--- src/design/gbn_pkg.sv ---
// ----------------------------------------------------------------------------
// gbn_pkg
// types and constants of the go-back-n sender window
// ----------------------------------------------------------------------------
package gbn_pkg;

   localparam int SEQ_BITS       = 16;
   localparam int MAX_WINDOW_DEF = 8;
   localparam int CSR_DATA_W     = 16;
   localparam int CSR_INDEX_W    = 1;

   // request opcodes
   localparam logic [1:0] OP_START = 2'd0;
   localparam logic [1:0] OP_ACK   = 2'd1;
   localparam logic [1:0] OP_TICK  = 2'd2;

   // result kinds
   localparam logic [1:0] KIND_SEND   = 2'd0;
   localparam logic [1:0] KIND_RESEND = 2'd1;
   localparam logic [1:0] KIND_DONE   = 2'd2;

   // register indexes
   localparam logic [CSR_INDEX_W-1:0] CSR_WINDOW_SIZE   = 1'd0;
   localparam logic [CSR_INDEX_W-1:0] CSR_TIMEOUT_TICKS = 1'd1;

   localparam logic [3:0]  WINDOW_SIZE_RESET   = 4'd5;
   localparam logic [15:0] TIMEOUT_TICKS_RESET = 16'd100;

   typedef struct packed {
      logic [1:0]  opcode;
      logic [15:0] frame_total;
      logic [15:0] ack_num;
   } req_payload_type;

   typedef struct packed {
      logic [1:0]  kind;
      logic [15:0] seq_num;
      logic        last;
   } rsp_payload_type;

endpackage

--- src/design/gbn_if.sv ---
// ----------------------------------------------------------------------------
// gbn_req_if / gbn_rsp_if
// valid/ready channels for requests and results of the sender window
// ----------------------------------------------------------------------------
interface gbn_req_if;
   import gbn_pkg::*;

   logic            valid;
   logic            ready;
   req_payload_type payload;

   modport source (output valid, output payload, input ready);
   modport sink   (input valid, input payload, output ready);
endinterface

interface gbn_rsp_if;
   import gbn_pkg::*;

   logic            valid;
   logic            ready;
   rsp_payload_type payload;

   modport source (output valid, output payload, input ready);
   modport sink   (input valid, input payload, output ready);
endinterface

--- src/design/go_back_n_sender_window_core.sv ---
// ----------------------------------------------------------------------------
// go_back_n_sender_window_core
// go-back-n arq sender window: start, cumulative ack and tick requests in,
// send / resend / done commands out
// ----------------------------------------------------------------------------
//
// channel   dir   handshake      payload
// req       in    valid/ready    opcode, frame_total, ack_num
// rsp       out   valid/ready    kind, seq_num, last
// csr       in    write enable   csr_index, csr_write_data
//
// a request is decoded while the sequencer is idle; the shared sequence
// incrementer/comparator then issues its send or resend commands in turn,
// up to MAX_WINDOW of them; a request that opens no slot issues none, and
// a request that is dropped or a tick that does not time out stays in idle
// req.ready is high only while the sequencer is idle; one result register
// sits on rsp: a stall on rsp holds the sequencer, but once the last command
// of a request is in that register the next request can be taken
// synchronous active-high reset; no clearing pass is needed
//
module go_back_n_sender_window_core #(
   parameter int MAX_WINDOW = gbn_pkg::MAX_WINDOW_DEF
) (
   input  logic                               clock,
   input  logic                               reset,
   gbn_req_if.sink                            req,
   gbn_rsp_if.source                          rsp,
   input  logic                               csr_write_enable,
   input  logic [gbn_pkg::CSR_INDEX_W-1:0]    csr_index,
   input  logic [gbn_pkg::CSR_DATA_W-1:0]     csr_write_data
);
   import gbn_pkg::*;

   // window clamp and resend counter widths
   localparam int CNT_W = $clog2(MAX_WINDOW + 1);
   localparam int EW    = (CNT_W > 4) ? CNT_W : 4;
   localparam int LW    = SEQ_BITS + 1;

   // sequencer states
   localparam logic [1:0] ST_IDLE   = 2'd0;
   localparam logic [1:0] ST_FILL   = 2'd1;
   localparam logic [1:0] ST_RESEND = 2'd2;
   localparam logic [1:0] ST_DONE   = 2'd3;

   logic [1:0]          state_ff,  state_in;
   logic [3:0]          wsize_ff,  wsize_in;
   logic [15:0]         tmo_ff,    tmo_in;
   logic [SEQ_BITS-1:0] base_ff,   base_in;
   logic [SEQ_BITS-1:0] next_ff,   next_in;
   logic [SEQ_BITS-1:0] total_ff,  total_in;
   logic [15:0]         timer_ff,  timer_in;
   logic                active_ff, active_in;
   logic                rsp_valid_ff, rsp_valid_in;

   // working registers of the sequencer, no reset needed
   logic [LW-1:0]       limit_ff,  limit_in;
   logic [SEQ_BITS-1:0] rs_seq_ff, rs_seq_in;
   logic [CNT_W-1:0]    rs_cnt_ff, rs_cnt_in;
   rsp_payload_type     rsp_pl_ff, rsp_pl_in;

   logic                req_fire;
   logic                out_free;
   logic [EW-1:0]       eff_win;
   logic [15:0]         tmo_eff;
   logic [15:0]         timer_inc;
   logic [SEQ_BITS-1:0] ack_plus;
   logic                ack_in_window;
   // shared unit: one incremented sequence and its compares
   logic [SEQ_BITS-1:0] cur_seq;
   logic [LW-1:0]       cur_plus;
   logic                cur_ok;
   logic                plus_ok;
   logic [CNT_W:0]      cnt_plus;

   assign req_fire  = req.valid && req.ready;
   assign req.ready = (state_ff == ST_IDLE);
   assign out_free  = !rsp_valid_ff || rsp.ready;

   assign rsp.valid   = rsp_valid_ff;
   assign rsp.payload = rsp_pl_ff;

   // window size: zero acts as one, above the maximum acts as the maximum
   always_comb begin
      if (wsize_ff == 4'd0) begin
         eff_win = EW'(1);
      end else if (EW'(wsize_ff) > EW'(MAX_WINDOW)) begin
         eff_win = EW'(MAX_WINDOW);
      end else begin
         eff_win = EW'(wsize_ff);
      end
   end

   assign tmo_eff       = (tmo_ff == 16'd0) ? 16'd1 : tmo_ff;
   assign timer_inc     = timer_ff + 16'd1;
   assign ack_plus      = req.payload.ack_num + SEQ_BITS'(1);
   assign ack_in_window = (req.payload.ack_num >= base_ff) &&
                          (req.payload.ack_num < next_ff);

   // the cursor is the resend pointer while resending, next_sequence otherwise
   assign cur_seq  = (state_ff == ST_RESEND) ? rs_seq_ff : next_ff;
   assign cur_plus = {1'b0, cur_seq} + LW'(1);
   assign cnt_plus = {1'b0, rs_cnt_ff} + (CNT_W + 1)'(1);

   always_comb begin
      if (state_ff == ST_RESEND) begin
         cur_ok  = (cur_seq < next_ff) && ({1'b0, rs_cnt_ff} < (CNT_W + 1)'(MAX_WINDOW));
         plus_ok = (cur_plus < {1'b0, next_ff}) && (cnt_plus < (CNT_W + 1)'(MAX_WINDOW));
      end else begin
         cur_ok  = ({1'b0, cur_seq} < limit_ff) && (cur_seq < total_ff);
         plus_ok = (cur_plus < limit_ff) && (cur_plus < {1'b0, total_ff});
      end
   end

   // configuration writes
   always_comb begin
      wsize_in = wsize_ff;
      tmo_in   = tmo_ff;
      if (csr_write_enable) begin
         case (csr_index)
            CSR_WINDOW_SIZE:   wsize_in = csr_write_data[3:0];
            CSR_TIMEOUT_TICKS: tmo_in   = csr_write_data[15:0];
            default: begin
            end
         endcase
      end
   end

   // sequencer
   always_comb begin
      state_in     = state_ff;
      base_in      = base_ff;
      next_in      = next_ff;
      total_in     = total_ff;
      timer_in     = timer_ff;
      active_in    = active_ff;
      limit_in     = limit_ff;
      rs_seq_in    = rs_seq_ff;
      rs_cnt_in    = rs_cnt_ff;
      rsp_valid_in = rsp_valid_ff && !rsp.ready;
      rsp_pl_in    = rsp_pl_ff;

      case (state_ff)
         ST_IDLE: begin
            if (req_fire) begin
               case (req.payload.opcode)
                  OP_START: begin
                     if (!active_ff) begin
                        total_in = req.payload.frame_total;
                        base_in  = '0;
                        next_in  = '0;
                        timer_in = '0;
                        limit_in = LW'(eff_win);
                        if (req.payload.frame_total == '0) begin
                           state_in = ST_DONE;
                        end else begin
                           active_in = 1'b1;
                           state_in  = ST_FILL;
                        end
                     end
                  end
                  OP_ACK: begin
                     if (active_ff && ack_in_window) begin
                        base_in  = ack_plus;
                        timer_in = '0;
                        limit_in = {1'b0, ack_plus} + LW'(eff_win);
                        if (ack_plus >= total_ff) begin
                           active_in = 1'b0;
                           state_in  = ST_DONE;
                        end else begin
                           state_in  = ST_FILL;
                        end
                     end
                  end
                  OP_TICK: begin
                     if (active_ff) begin
                        if (timer_inc >= tmo_eff) begin
                           timer_in  = '0;
                           rs_seq_in = base_ff;
                           rs_cnt_in = '0;
                           state_in  = ST_RESEND;
                        end else begin
                           timer_in  = timer_inc;
                        end
                     end
                  end
                  default: begin
                  end
               endcase
            end
         end
         ST_FILL, ST_RESEND: begin
            if (!cur_ok) begin
               // nothing to issue
               state_in = ST_IDLE;
            end else if (out_free) begin
               rsp_valid_in      = 1'b1;
               rsp_pl_in.kind    = (state_ff == ST_FILL) ? KIND_SEND : KIND_RESEND;
               rsp_pl_in.seq_num = cur_seq;
               rsp_pl_in.last    = !plus_ok;
               if (state_ff == ST_FILL) begin
                  next_in = cur_plus[SEQ_BITS-1:0];
               end else begin
                  rs_seq_in = cur_plus[SEQ_BITS-1:0];
                  rs_cnt_in = cnt_plus[CNT_W-1:0];
               end
               if (!plus_ok) begin
                  state_in = ST_IDLE;
               end
            end
         end
         ST_DONE: begin
            if (out_free) begin
               rsp_valid_in      = 1'b1;
               rsp_pl_in.kind    = KIND_DONE;
               rsp_pl_in.seq_num = '0;
               rsp_pl_in.last    = 1'b1;
               state_in          = ST_IDLE;
            end
         end
         default: begin
            state_in = ST_IDLE;
         end
      endcase
   end

   always_ff @(posedge clock) begin
      if (reset) begin
         state_ff     <= ST_IDLE;
         wsize_ff     <= WINDOW_SIZE_RESET;
         tmo_ff       <= TIMEOUT_TICKS_RESET;
         base_ff      <= '0;
         next_ff      <= '0;
         total_ff     <= '0;
         timer_ff     <= '0;
         active_ff    <= 1'b0;
         rsp_valid_ff <= 1'b0;
      end else begin
         state_ff     <= state_in;
         wsize_ff     <= wsize_in;
         tmo_ff       <= tmo_in;
         base_ff      <= base_in;
         next_ff      <= next_in;
         total_ff     <= total_in;
         timer_ff     <= timer_in;
         active_ff    <= active_in;
         rsp_valid_ff <= rsp_valid_in;
      end
   end

   always_ff @(posedge clock) begin
      limit_ff  <= limit_in;
      rs_seq_ff <= rs_seq_in;
      rs_cnt_ff <= rs_cnt_in;
      rsp_pl_ff <= rsp_pl_in;
   end

endmodule

--- src/flat_wrapper.sv ---
// flat-port wrapper written by rule: the top's interface ports become plain ports
module go_back_n_sender_window_core_flat import gbn_pkg::*;
#(
   parameter int MAX_WINDOW = gbn_pkg::MAX_WINDOW_DEF
)
  (clock, reset, csr_write_enable, csr_index, csr_write_data, req_valid, req_payload, req_ready, rsp_valid, rsp_payload, rsp_ready);
  gbn_req_if req_i ();
  gbn_rsp_if rsp_i ();
  input  logic clock;
  input  logic reset;
  input  logic csr_write_enable;
  input  logic [gbn_pkg::CSR_INDEX_W-1:0] csr_index;
  input  logic [gbn_pkg::CSR_DATA_W-1:0] csr_write_data;
  input wire logic [$bits(req_i.valid)-1:0] req_valid;
  input wire logic [$bits(req_i.payload)-1:0] req_payload;
  output wire logic [$bits(req_i.ready)-1:0] req_ready;
  output wire logic [$bits(rsp_i.valid)-1:0] rsp_valid;
  output wire logic [$bits(rsp_i.payload)-1:0] rsp_payload;
  input wire logic [$bits(rsp_i.ready)-1:0] rsp_ready;
  assign req_i.valid = req_valid;
  assign req_i.payload = req_payload;
  assign req_ready = req_i.ready;
  assign rsp_valid = rsp_i.valid;
  assign rsp_payload = rsp_i.payload;
  assign rsp_i.ready = rsp_ready;
  go_back_n_sender_window_core #(.MAX_WINDOW(MAX_WINDOW)) u_core (.clock(clock), .reset(reset), .req(req_i), .rsp(rsp_i), .csr_write_enable(csr_write_enable), .csr_index(csr_index), .csr_write_data(csr_write_data));
endmodule
--- config.mk ---
export PLATFORM = sky130hd
export DESIGN_NAME = go_back_n_sender_window_core_flat
export DESIGN_NICKNAME = d
export VERILOG_FILES = /design/src/design/gbn_pkg.sv /design/src/design/gbn_if.sv /design/src/design/go_back_n_sender_window_core.sv /design/src/flat_wrapper.sv
export SDC_FILE = /design/constraint.sdc
export NUM_CORES = 1
export LEC_CHECK = 0
export BUFFER_PORTS_ARGS = -buffer_cell sky130_fd_sc_hd__buf_4
export CORE_MARGIN = 2
export CORE_UTILIZATION = 60
export DETAILED_ROUTE_END_ITERATION = 8
export GPL_TIMING_DRIVEN = 0
export PLACE_DENSITY = 0.79
export SYNTH_ARGS = -nofsm -noshare
export SYNTH_HDL_FRONTEND = slang
export SYNTH_SLANG_ARGS = --single-unit
--- constraint.sdc ---
create_clock -name clock -period 6.2 [get_ports clock]
set_input_delay 1.24 -clock clock [delete_from_list [all_inputs] [get_ports clock]]
set_output_delay 1.24 -clock clock [all_outputs]
set_load 0.1 [all_outputs]
[Word level (Yosys, flattened, before mapping)]
Index checks and enable logic that the tools add are counted.
Storage, ports and cells
  bits in registers: 144
  output and inout port bits: 21
  word-level logic and storage cells: 158
Cells by class
  $add $sub $neg: 5
  $lt $le $gt $ge: 13
  equal/unequal tests: 27
  mux-type cells: 64
  bitwise gates (word level): 2
  reductions and logical operators: 32
Operators by type and width (count)
  2-to-1 mux 16 bit: 19
  case mux 16 bit (2 select lines): 3
  2-to-1 mux 19 bit: 3
  greater-or-equal comparator 16 bit: 3
  less-than comparator 16 bit: 3
  case mux 16 bit (3 select lines): 1
  case mux 19 bit (2 select lines): 1
  2-to-1 mux 4 bit: 9
  less-than comparator 17 x 16 -> 1 bit: 2
  2-to-1 mux 17 bit: 2
  case mux 17 bit (2 select lines): 1
  adder 16 x 1 -> 16 bit (second input constant): 2
  logical NOT 16 bit: 2
  2-to-1 mux 2 bit: 11
  adder 16 x 1 -> 17 bit (second input constant): 1
  adder 16 x 4 -> 17 bit: 1
  less-than comparator 16 x 17 -> 1 bit: 1
  less-than comparator 17 bit: 1
  inequality test 2 bit (second input constant): 8
  inequality test 3 bit (second input constant): 5
  inequality test 2 x 1 -> 1 bit (second input constant): 7
  case mux 2 bit (3 select lines): 2
  AND reduction 5 bit: 2
  2-to-1 mux 1 bit: 9
  other kinds (25): 44

[Longest topological paths before layout]
Gate-level depths: netlist of run 1.
  depth in word-level cells: 10
  gate-level depth with buffers: 21
  gate-level depth less buffers: 19

[Least setup slack after synthesis of run 1]
OpenSTA, ideal clock, no wires.
  kind: reg2reg
  from: register u_core.state_ff[0]
  to: register u_core.rs_cnt_ff[0], enable pin
  library setup time: 0.448 ns
  arrival time: 5.163 ns
  data required time: 5.752 ns
  setup slack: 0.589 ns
  stages on the path, launching flop included: 16
  path buffers: 4
  period minus slack after synthesis: 5.611 ns
  cells stage by stage: dfxtp_1 inv_1 ha_1 buf_4 buf_2 buf_2 o21ai_0 ha_1 a21o_1 a21o_1 a221oi_1 nor3_1 o22ai_2 a21boi_2 clkbuf_1 nor4_1
On the way
  word-level cells in the longest chain between the ends: 7
RTL lines
  start, declared: line go_back_n_sender_window_core.sv:45  | logic [1:0] state_ff, state_in;
  start signal, assigned: line go_back_n_sender_window_core.sv:238  | state_ff <= state_in;
  == test 2 bit (*): line go_back_n_sender_window_core.sv:100  | assign cur_seq = (state_ff == ST_RESEND) ? rs_seq_ff : next_ff;
  2-to-1 mux 16 bit (*): line go_back_n_sender_window_core.sv:100
  via u_core.cur_seq[5]: line go_back_n_sender_window_core.sv:69  | logic [SEQ_BITS-1:0] cur_seq;
  less-than comparator 16 x 17 -> 1 bit, or another cell as far along: line go_back_n_sender_window_core.sv:109  | cur_ok = ({1'b0, cur_seq} < limit_ff) && (cur_seq < total_ff);
  logical AND 1 bit, on equally long branches: line go_back_n_sender_window_core.sv:109, go_back_n_sender_window_core.sv:106
  2-to-1 mux 1 bit (*): line go_back_n_sender_window_core.sv:105  | if (state_ff == ST_RESEND) begin
  inequality test 2 x 1 -> 1 bit (no line) (*)
  AND reduction 8 bit (no line) (*)
  end signal, assigned: line go_back_n_sender_window_core.sv:253  | rs_cnt_ff <= rs_cnt_in;
  end, declared: line go_back_n_sender_window_core.sv:58  | logic [CNT_W-1:0] rs_cnt_ff, rs_cnt_in;
The timed path passes the listed nets; every way through them passes the cells marked *.
A chain may end at the register's enable or synchronous reset.

[Final worst setup path of run 1]
  from: register u_core.state_ff[0]
  to: register u_core.rs_seq_ff[11], enable pin
On the way
  word-level cells in the longest chain between the ends: 7
RTL lines
  == test 2 bit (*): line go_back_n_sender_window_core.sv:100
  2-to-1 mux 16 bit (*): line go_back_n_sender_window_core.sv:100
  via u_core.cur_seq[5]: line go_back_n_sender_window_core.sv:69
  less-than comparator 16 x 17 -> 1 bit, or another cell as far along: line go_back_n_sender_window_core.sv:109
  logical AND 1 bit, on equally long branches: line go_back_n_sender_window_core.sv:109, go_back_n_sender_window_core.sv:106
  2-to-1 mux 1 bit (*): line go_back_n_sender_window_core.sv:105
  inequality test 2 x 1 -> 1 bit (no line) (*)
  AND reduction 8 bit (no line) (*)
  end signal, assigned: line go_back_n_sender_window_core.sv:252  | rs_seq_ff <= rs_seq_in;
  end, declared: line go_back_n_sender_window_core.sv:57  | logic [SEQ_BITS-1:0] rs_seq_ff, rs_seq_in;
Marked as above.

==> results of run 1 <==
[registers in the layout, indices dropped and copies added (netlist names), 2 cells and up]
name	cells
u_core.rs_seq_ff	16
u_core.state_ff	2
u_core.timer_ff	16
u_core.tmo_ff	16
u_core.next_ff	16
u_core.total_ff	16
u_core.rsp.payload	19
u_core.rs_cnt_ff	4
u_core.base_ff	16
u_core.wsize_ff	4
u_core.limit_ff	17
[through the flow]
stage,util [%],hold slack (ps)
2_1_floorplan,-,432
3_3_place_gp,65.8,443
3_5_place_dp,65.9,444
4_1_cts,69.1,452
5_1_grt,69.1,477
6_report,69.1,455
[report_power, final]
group | internal, W | switching, W
Combinational | 0.000440 | 0.00111
Clock | 0.000565 | 0.000423
Sequential | 0.00116 | 0.0000622
[per-layer routing]
metal  vias up  wire, µm  share of wire, %
met1      4594     12700                42
met4         0      1130               3.7
met5         -         0                 0
met3        79      1960               6.4
li1       4743         -                 -
met2       352     14800                48
[area by class of cell]
class	instances	area share, %
sequential	144	27.8
timing repair buffer	77	4.67
tap	229	2.32
clock buffer	22	3.95
multi-input combinational	959	55.4
inverter	119	3.61
buffer	47	1.57
clock inverter	10	0.617
[cells in the final DEF (no fill, tap or decap), types with 7 or more instances in the layout]
cell type	netlist	layout
a221oi_1	7	7
nor2b_1	21	21
a21oi_1	107	107
clkbuf_16	0	18
or3_1	24	24
nand3_1	24	24
o21bai_1	10	10
nand4_1	28	28
and3_1	10	10
buf_4	3	80
and2_1	10	10
mux2i_1	25	25
o21ai_0	66	66
nand2b_1	12	12
nor2_1	92	91
xnor2_1	37	37
inv_1	117	117
dfxtp_1	88	88
a21o_1	23	23
nor3b_1	7	7
a32o_1	9	9
a211oi_1	8	7
nor4_1	15	14
nand2_1	132	132
nor3_1	14	14
edfxtp_1	56	56
clkbuf_1	38	39
xor2_1	18	18
ha_1	173	173
[what timing repair did]
action / 4_1_cts / 5_1_grt
resized for setup: 0 / 1
setup endpoints to repair: 0 / 2
endpoints found under the hold margin: 0 / 0
[worst max-delay path: stages (launching register included)]
cell and delay, ps:
dfxtp_1 410, inv_1 120, ha_1 210, buf_4 170, buf_2 230, buf_2 240, o21ai_0 950, ha_1 420
a21o_1 190, a21o_1 170, a221oi_1 340, nor3_1 120, o22ai_2 350, a21boi_2 180, clkbuf_1 280, nor4_2 810
buf_4 310
[cells by family (layout without fill, tap and decap cells)]
logic type | after synthesis | after routing | share of synthesized area, %
buffers and inverters | 166 | 275 | 5.86
xor gates and xnor gates | 55 | 55 | 4.41
adders and majority gates | 174 | 174 | 20.0
DFF | 144 | 144 | 31.5
muxes | 32 | 32 | 3.11
and+or+nand+nor | 417 | 417 | 19.1
AOI/OAI and AO/OA | 281 | 281 | 16.1
[final timing paths]
path                          end  slack (ps)
min             u_core.base_ff[4]         450
max reg2reg  u_core.rs_seq_ff[11]         390
max          u_core.rs_seq_ff[11]         390
min reg2reg     u_core.base_ff[4]         450
==> results_dict.tcl, run 1 <==
set metrics [dict create \
    critPathMaxFanout 10 \
    use_met3_pct 6.25 \
    ys.flop_type "dfxtp_1" \
    arrival_ps 5940 \
    synth_edf_count 56 \
    avgRoutedWirePerCell_um 19.1 \
    p_leak_nw 5.34 \
    rr_startpoint "u_core.state_ff[0]" \
    core-area_mm2 0.0179 \
    skew_ps 9.42 \
    cts_tree "done" \
    rsz0062_at_grt "false" \
    dp_slack_ps 426 \
    start_util_pct 61.1 \
    synth_cell_type_count 77 \
    clk_latency_ps 430 \
    place_hpwl_um 24400 \
    first_iter_violations 752 \
    power_density_mw_per_mm2 304 \
    fin_crit_ps 5810 \
    fin_tns_setup_ps 0 \
    ys_warn_count 0 \
    final-seq-area_mm2 0.00344 \
    synth_seq_area_share_pct 31.5 \
    fin_cells 1607 \
    worst_ir_drop_vdd_v 0.000318 \
    placed_area_mm2 0.0118 \
    drv_slew 0 \
    fp.dieW_um 139 \
    hold_start "u_core.base_ff[4]" \
    outcome "finished clean" \
    cts_root_buf "clkbuf_16" \
    diodes 0 \
    hold_violations 0 \
    synth_area_leaders "ha_1 20%, dfxtp_1 16%, edfxtp_1 15%" \
    synth_top_area_share_pct 19.8 \
    num_io_pins 77 \
    cts.sinks 144 \
    holdPathStages 2 \
    routed_wl_um 30700 \
    synthTopCellsByCount "173 x ha_1, 132 x nand2_1, 117 x inv_1, 107 x a21oi_1, 92 x nor2_1" \
    synth.avg_cell_area_um2 8.61 \
    vias 9768 \
    netlist_instances 1269 \
    cts.reportedPaths.clkPinSlew_ps 60 \
    cap_violations 0 \
    h-tree-depth 4 \
    drc_errors 0 \
    post_cts_buffers 0 \
    critPathLaunchType "flop" \
    synth_most_common_cell "ha_1" \
    final_area_mm2 0.0124 \
    grt_usage_pct 31.9 \
    antenna_found_initial 1 \
    grt_pass1_vias 9545 \
    reg2reg_depth 16 \
    gp_congestion 0.955 \
    numPortBuffers 75 \
    rows 49 \
    die_height_um 139 \
    dr.pass1.iters 7 \
    cts-buffers-inserted 17 \
    ys_seq_elements 144 \
    hold_path_class "flop to flop" \
    hold_buffers 0 \
    drive_gt1_share_pct 10.5 \
    grtUsageMet1_pct 38.7 \
    tightestPinTransition_ps 1200 \
    crit_start "u_core.state_ff[0]" \
    met2_usage_pct 55.5 \
    cp.required_ps 6330 \
    syn_area_mm2 0.0109 \
    grt_pass1_wl_um 49000 \
    power.total_w 0.00376 \
    die_area_mm2 0.0193 \
    critPathCaptureType "flop" \
    layout.nets 1595 \
    viasPerCell 6.08 \
    async_reset_ff_share_pct 0 \
    top_usage_layer "met2" \
    multi_input_area_mm2 0.00686 \
    antenna_left 0 \
    setup_viol 0 \
    gr-total-overflow 0 \
    num-fill-cells 1504 \
    path_class "flop to flop" \
    syn_nets 1499 \
    slew_headroom_pct 19.5 \
    grt_max_degree 20 \
    max_freq_ghz 0.172 \
    yosysTopAreaCell "ha_1" \
    synthToLayoutAreaGrowth_pct 13.2 \
    cts_buffer_depth 2 \
    period_share_pct 93.7 \
    setup_ws_ps 389 \
    dp_cells 1575 \
]
Power figures use the tool's default switching activity.
==> inputs of run 2 (changes only) <==
PLACE_DENSITY = not set   (was 0.79)
PLACE_DENSITY_LB_ADDON = 0.15   (was not set)
==> run 2 against run 1 <==
Net effect:
- via count about the same
- maximum frequency decreased by 4.1%
- non-clock buffer count unchanged
- sequential power about the same
- cell area about the same
- sequential share of layout area about the same
- hold slack got worse by 1.0 ps
- clock skew increased by 1.6 ps
- routed wire length increased by 0.55%
==> results_dict.tcl, run 2 (same netlist as run 1, synthesis figures left out) <==
set metrics [dict create \
    outcome "finished clean" \
    p_leak_nw 5.34 \
    swShare_pct 41.9 \
    clk_latency_ps 430 \
    max_freq_ghz 0.165 \
    first_iter_violations 709 \
    die_area_mm2 0.0193 \
    viasPerCell 6.08 \
    cts_root_buf "clkbuf_16" \
    place_hpwl_um 24700 \
    crit_slowest_cell "o21ai_0" \
    cts_buffer_depth 2 \
    synthToLayoutAreaGrowth_pct 13.1 \
    routed_wl_um 30800 \
    critPathMaxFanout 10 \
    cts.reportedPaths.clkPinSlew_ps 60 \
    gr-total-overflow 0 \
    critPathLaunchType "flop" \
    cap_violations 0 \
    layout_common_cells "173 x ha_1, 132 x nand2_1, 117 x inv_1" \
    drv_slew 0 \
    gp_congestion 0.930 \
    slowest_delay_ps 1060 \
    rr_startpoint "u_core.state_ff[0]" \
    critPathCaptureType "flop" \
    slew_headroom_pct 8.66 \
    grt_pass1_wl_um 48500 \
    post_cts_buffers 0 \
    setup_viol 0 \
    pwr-share-comb_pct 41.0 \
    final_common_cell "ha_1" \
    period_share_pct 97.7 \
    grt_usage_pct 31.8 \
    reg2reg_depth 16 \
    worst_hold_path.endpoint "u_core.total_ff[14]" \
    antenna_found_initial 0 \
    path_class "flop to flop" \
    crit_chain "inv_1, ha_1, buf_4, buf_2, buf_2, o21ai_0, ha_1, a21o_1, a21o_1, a221oi_1, nor3_1, o22ai_2, a21boi_2, clkbuf_1, nor4_2, buf_4" \
    hold_violations 0 \
    arrival_ps 6190 \
    avgRoutedWirePerCell_um 19.2 \
    setup_ws_ps 140 \
    cts.sinks 144 \
    grt_max_degree 20 \
    layout.nets 1595 \
    hold_start "u_core.total_ff[14]" \
    start_util_pct 61.1 \
    p_int_w 0.00218 \
    hold_buffers 0 \
    drc_errors 0 \
    fin_crit_ps 6060 \
    dr.pass1.iters 6 \
    cp.required_ps 6330 \
    fp.dieW_um 139 \
    p_switching_w 0.00158 \
    critPathBufInv 6 \
    rsz0062_at_grt "false" \
    dp_slack_ps 374 \
    rr_endpoint "u_core.rs_seq_ff[9]" \
    core-area_mm2 0.0179 \
    skew_ps 11.1 \
    diodes 0 \
    hold_path_class "flop to flop" \
    worst_ir_drop_vdd_v 0.000273 \
    power.total_w 0.00376 \
    crit_family "compound AO/OA/AOI/OAI gates" \
    pwr-share-clk_pct 26.4 \
    largest_reg_flops 19 \
    drive_gt1_share_pct 10.2 \
    pwr-share-seq_pct 32.6 \
    holdPathStages 2 \
    cts-resized-gates 0 \
    antenna_left 0 \
    num_io_pins 77 \
    h-tree-depth 4 \
    die_height_um 139 \
    cts_tree "done" \
    numPortBuffers 75 \
    cts-buffers-inserted 17 \
    power_density_mw_per_mm2 304 \
    r2r_setup_slack_ps 140 \
    grt_pass1_vias 9354 \
    vias 9763 \
    rows 49 \
    tightestPinTransition_ps 1360 \
]
run 2: cell types whose count changed in the layout (fill, tap and decap cells not counted), sizes merged:
cell and delta:
clkinv -2, bufinv +1, clkbuf -1
run 2: area by class of cell:
type / count / area [µm²]
repair buffers: 77 / 582
multi-input cells: 959 / 6860
clock inverters: 9 / 83.8
flip-flops and latches: 144 / 3440
clock buffers: 21 / 472
well taps: 229 / 287
inverters: 119 / 447
fillers: 1515 / 5540
plain buffers: 47 / 194
run 2: per-stage QoR:
stage / std cells / TNS, ps / utilization [%] / hold slack [ps] / area [µm²]
floorplan: 1269 / 0 / - / 432 / 10900
CTS: 1605 / 0 / 69.1 / 455 / 12400
detailed placement: 1575 / 0 / 66.0 / 447 / 11800
finish: 1605 / 0 / 69.1 / 454 / 12400
global placement: 1573 / -36340 / 65.8 / 443 / 11800
global route: 1605 / 0 / 69.1 / 477 / 12400
run 2: worst max-delay path by stage:
stage | to | depth (start not counted) | slack [ps] | startpoint
finish | u_core.rs_seq_ff[9] | 16 | 140 | u_core.state_ff[0]
global placement | u_core.rs_seq_ff[13] | 15 | -1820 | u_core.state_ff[0]
detailed placement | u_core.rs_seq_ff[13] | 16 | 370 | u_core.state_ff[0]
global route | u_core.rs_seq_ff[9] | 16 | 90 | u_core.state_ff[0]
CTS | u_core.rs_seq_ff[9] | 16 | 320 | u_core.state_ff[0]
floorplan | u_core.rs_cnt_ff[0] | 15 | 590 | u_core.state_ff[0]
run 2: routing by layer:
| metal | GRT usage, % | up-vias | routed length [µm] |
|---|---|---|---|
| met5 | 0 | - | 0 |
| met4 | 13.3 | 0 | 1220 |
| met3 | 6.18 | 83 | 2150 |
| met2 | 54.6 | 380 | 14800 |
| met1 | 39.2 | 4565 | 12700 |
| li1 | - | 4735 | - |
run 2: worst register-to-register path, stage by stage, from the launching register on:
cell      delay [ps]
dfxtp_1          410
inv_1            120
ha_1             210
buf_4            170
buf_2            230
buf_2            250
o21ai_0         1070
ha_1             430
a21o_1           190
a21o_1           170
a221oi_1         460
nor3_1           130
o22ai_2          400
a21boi_2         220
clkbuf_1         270
nor4_2           740
buf_4            310
run 2: power groups by stage:
stage	clock [W]	combinational (W)	sequential, W
after CTS	0.000993	0.00152	0.00123
after global routing	0.00104	0.00165	0.00124
after floorplan	0	0.000742	0.00158
after detailed placement	0	0.00151	0.00124
after global placement	0	0.00147	0.00125
final	0.000994	0.00154	0.00122
==> inputs of run 3 (changes only) <==
ABC_CLOCK_PERIOD_IN_PS = 6200   (was not set)
PLACE_DENSITY = 0.77   (was not set)
PLACE_DENSITY_LB_ADDON = not set   (was 0.15)
==> run 3 against run 2 <==
Net effect:
- non-clock buffer count stayed put
- sequential power about the same
- final cell count increased by 0.12%
- clock skew fell by 0.78 ps
- worst setup slack improved by 290 ps
- utilization barely moved
- largest cell class unchanged
==> results_dict.tcl, run 3 (same netlist as run 1, synthesis figures left out) <==
set metrics [dict create \
    fin_tns_setup_ps 0 \
    outcome "finished clean" \
    largest_reg_flops 19 \
    diodes 0 \
    layout.nets 1595 \
    final_common_cell "ha_1" \
    cts_tree "done" \
    cap_violations 0 \
    numPortBuffers 75 \
    max_freq_ghz 0.173 \
    num_io_pins 77 \
    synthToLayoutAreaGrowth_pct 13.1 \
    gp_congestion 0.971 \
    final-seq-area_mm2 0.00344 \
    final_area_mm2 0.0124 \
    crit_chain "inv_1, ha_1, buf_4, buf_2, buf_2, o21ai_0, ha_1, nand4_1, a311oi_1, o31ai_1, nand4b_1, o22ai_2, a21boi_2, clkbuf_1, nor4_2, buf_4" \
    placed_area_mm2 0.0118 \
    setup_viol 0 \
    p_leak_nw 5.35 \
    final_core_util_pct 69.1 \
    critPathBufInv 6 \
    slew_headroom_pct 7.01 \
    start_util_pct 61.1 \
    vias 9828 \
    rsz0062_at_grt "false" \
    routed_wl_um 30800 \
    antenna_found_initial 0 \
    layout_common_cells "173 x ha_1, 132 x nand2_1, 117 x inv_1" \
    skew_ps 10.3 \
    crit_family "compound AO/OA/AOI/OAI gates" \
    grt_usage_pct 32.1 \
    gr-total-overflow 0 \
    cp.required_ps 6340 \
    die_height_um 139 \
    cts_root_buf "clkbuf_16" \
    clk_latency_ps 440 \
    antenna_left 0 \
    grt_pass1_vias 9272 \
    crit_slowest_cell "o21ai_0" \
    dr.pass1.iters 6 \
    place_hpwl_um 24500 \
    tightestPinTransition_ps 1380 \
    cts_buffer_depth 2 \
    cts-buffers-inserted 17 \
    avgRoutedWirePerCell_um 19.2 \
    critPathLaunchType "flop" \
    rows 49 \
    fin_crit_ps 5770 \
    fp.dieW_um 139 \
    cts.reportedPaths.clkPinSlew_ps 60 \
    power_density_mw_per_mm2 305 \
    drc_errors 0 \
    grt_pass1_wl_um 48800 \
    multi_input_area_mm2 0.00686 \
    drv_slew 0 \
    drive_gt1_share_pct 10.5 \
    die_area_mm2 0.0193 \
    critPathCaptureType "flop" \
    critPathMaxFanout 10 \
    period_share_pct 93.1 \
    cts.sinks 144 \
    slowest_delay_ps 1080 \
    grt_max_degree 20 \
    power.total_w 0.00377 \
    first_iter_violations 723 \
    num-fill-cells 1497 \
    viasPerCell 6.12 \
    hold_violations 0 \
    core-area_mm2 0.0179 \
    h-tree-depth 4 \
    hold_path_class "flop to flop" \
    worst_ir_drop_vdd_v 0.000329 \
    path_class "flop to flop" \
    arrival_ps 5910 \
    post_cts_buffers 0 \
]
## run 3: changes by cell type in the layout (fill, tap and decap cells not counted)
cell / change
buf_4: +1
inv_6: +2
clkbuf_4: +1
buf_6: -1
a211oi_1: -1
clkinv_2: +1
clkinv_4: +1
a211oi_2: +1
clkinvlp_4: -1
clkbuf_16: -1
clkbuf_1: -1
## run 3: layout make-up
type	count	area share, %
Clock inverter	12	0.870
Sequential cell	144	27.8
Buffer	47	1.57
Inverter	119	3.61
Timing Repair Buffer	77	4.67
Clock buffer	20	3.64
Multi-Input combinational cell	959	55.5
Tap cell	229	2.32
## run 3: worst min-delay path, stage by stage (launching register included)
cell and delay (ps):
dfxtp_1 310, nand2_1 50, a21oi_1 50
## run 3: timing repair
action / CTS / global route
setup endpoints to repair: 0 / 1
hold buffers: 0 / 0
gates resized for setup: 0 / 1
## run 3: stage by stage
| stage | instances | hold WS (ps) | worst slack [ps] |
|---|---|---|---|
| 5_1_grt | 1607 | 471 | 221 |
| 4_1_cts | 1607 | 452 | 340 |
| 6_report | 1607 | 454 | 427 |
| 2_1_floorplan | 1269 | 432 | 589 |
| 3_3_place_gp | 1573 | 442 | -1590 |
| 3_5_place_dp | 1575 | 444 | 408 |
## run 3: metal layers
metal | wire (µm) | global-route usage (%) | vias up
li1 | - | - | 4748
met5 | 0 | 0 | -
met4 | 1360 | 13.5 | 0
met2 | 14400 | 53.9 | 424
met3 | 2190 | 5.97 | 85
met1 | 12900 | 40.7 | 4571
## run 3: report_power, final
part	leakage, nW	switching, W	internal [W]
clock network	0.283	0.000424	0.000568
logic	3.82	0.00111	0.000439
registers	1.24	0.0000632	0.00116
## run 3: final timing paths
kind	start	endpoint	slack, ps	depth (start not counted)
worst max register to register	u_core.state_ff[0]	u_core.rs_seq_ff[2]	430	16
worst min register to register	u_core.base_ff[11]	u_core.base_ff[11]	450	2
worst min-delay path	u_core.base_ff[11]	u_core.base_ff[11]	450	2
worst max-delay path	u_core.state_ff[0]	u_core.rs_seq_ff[2]	430	16
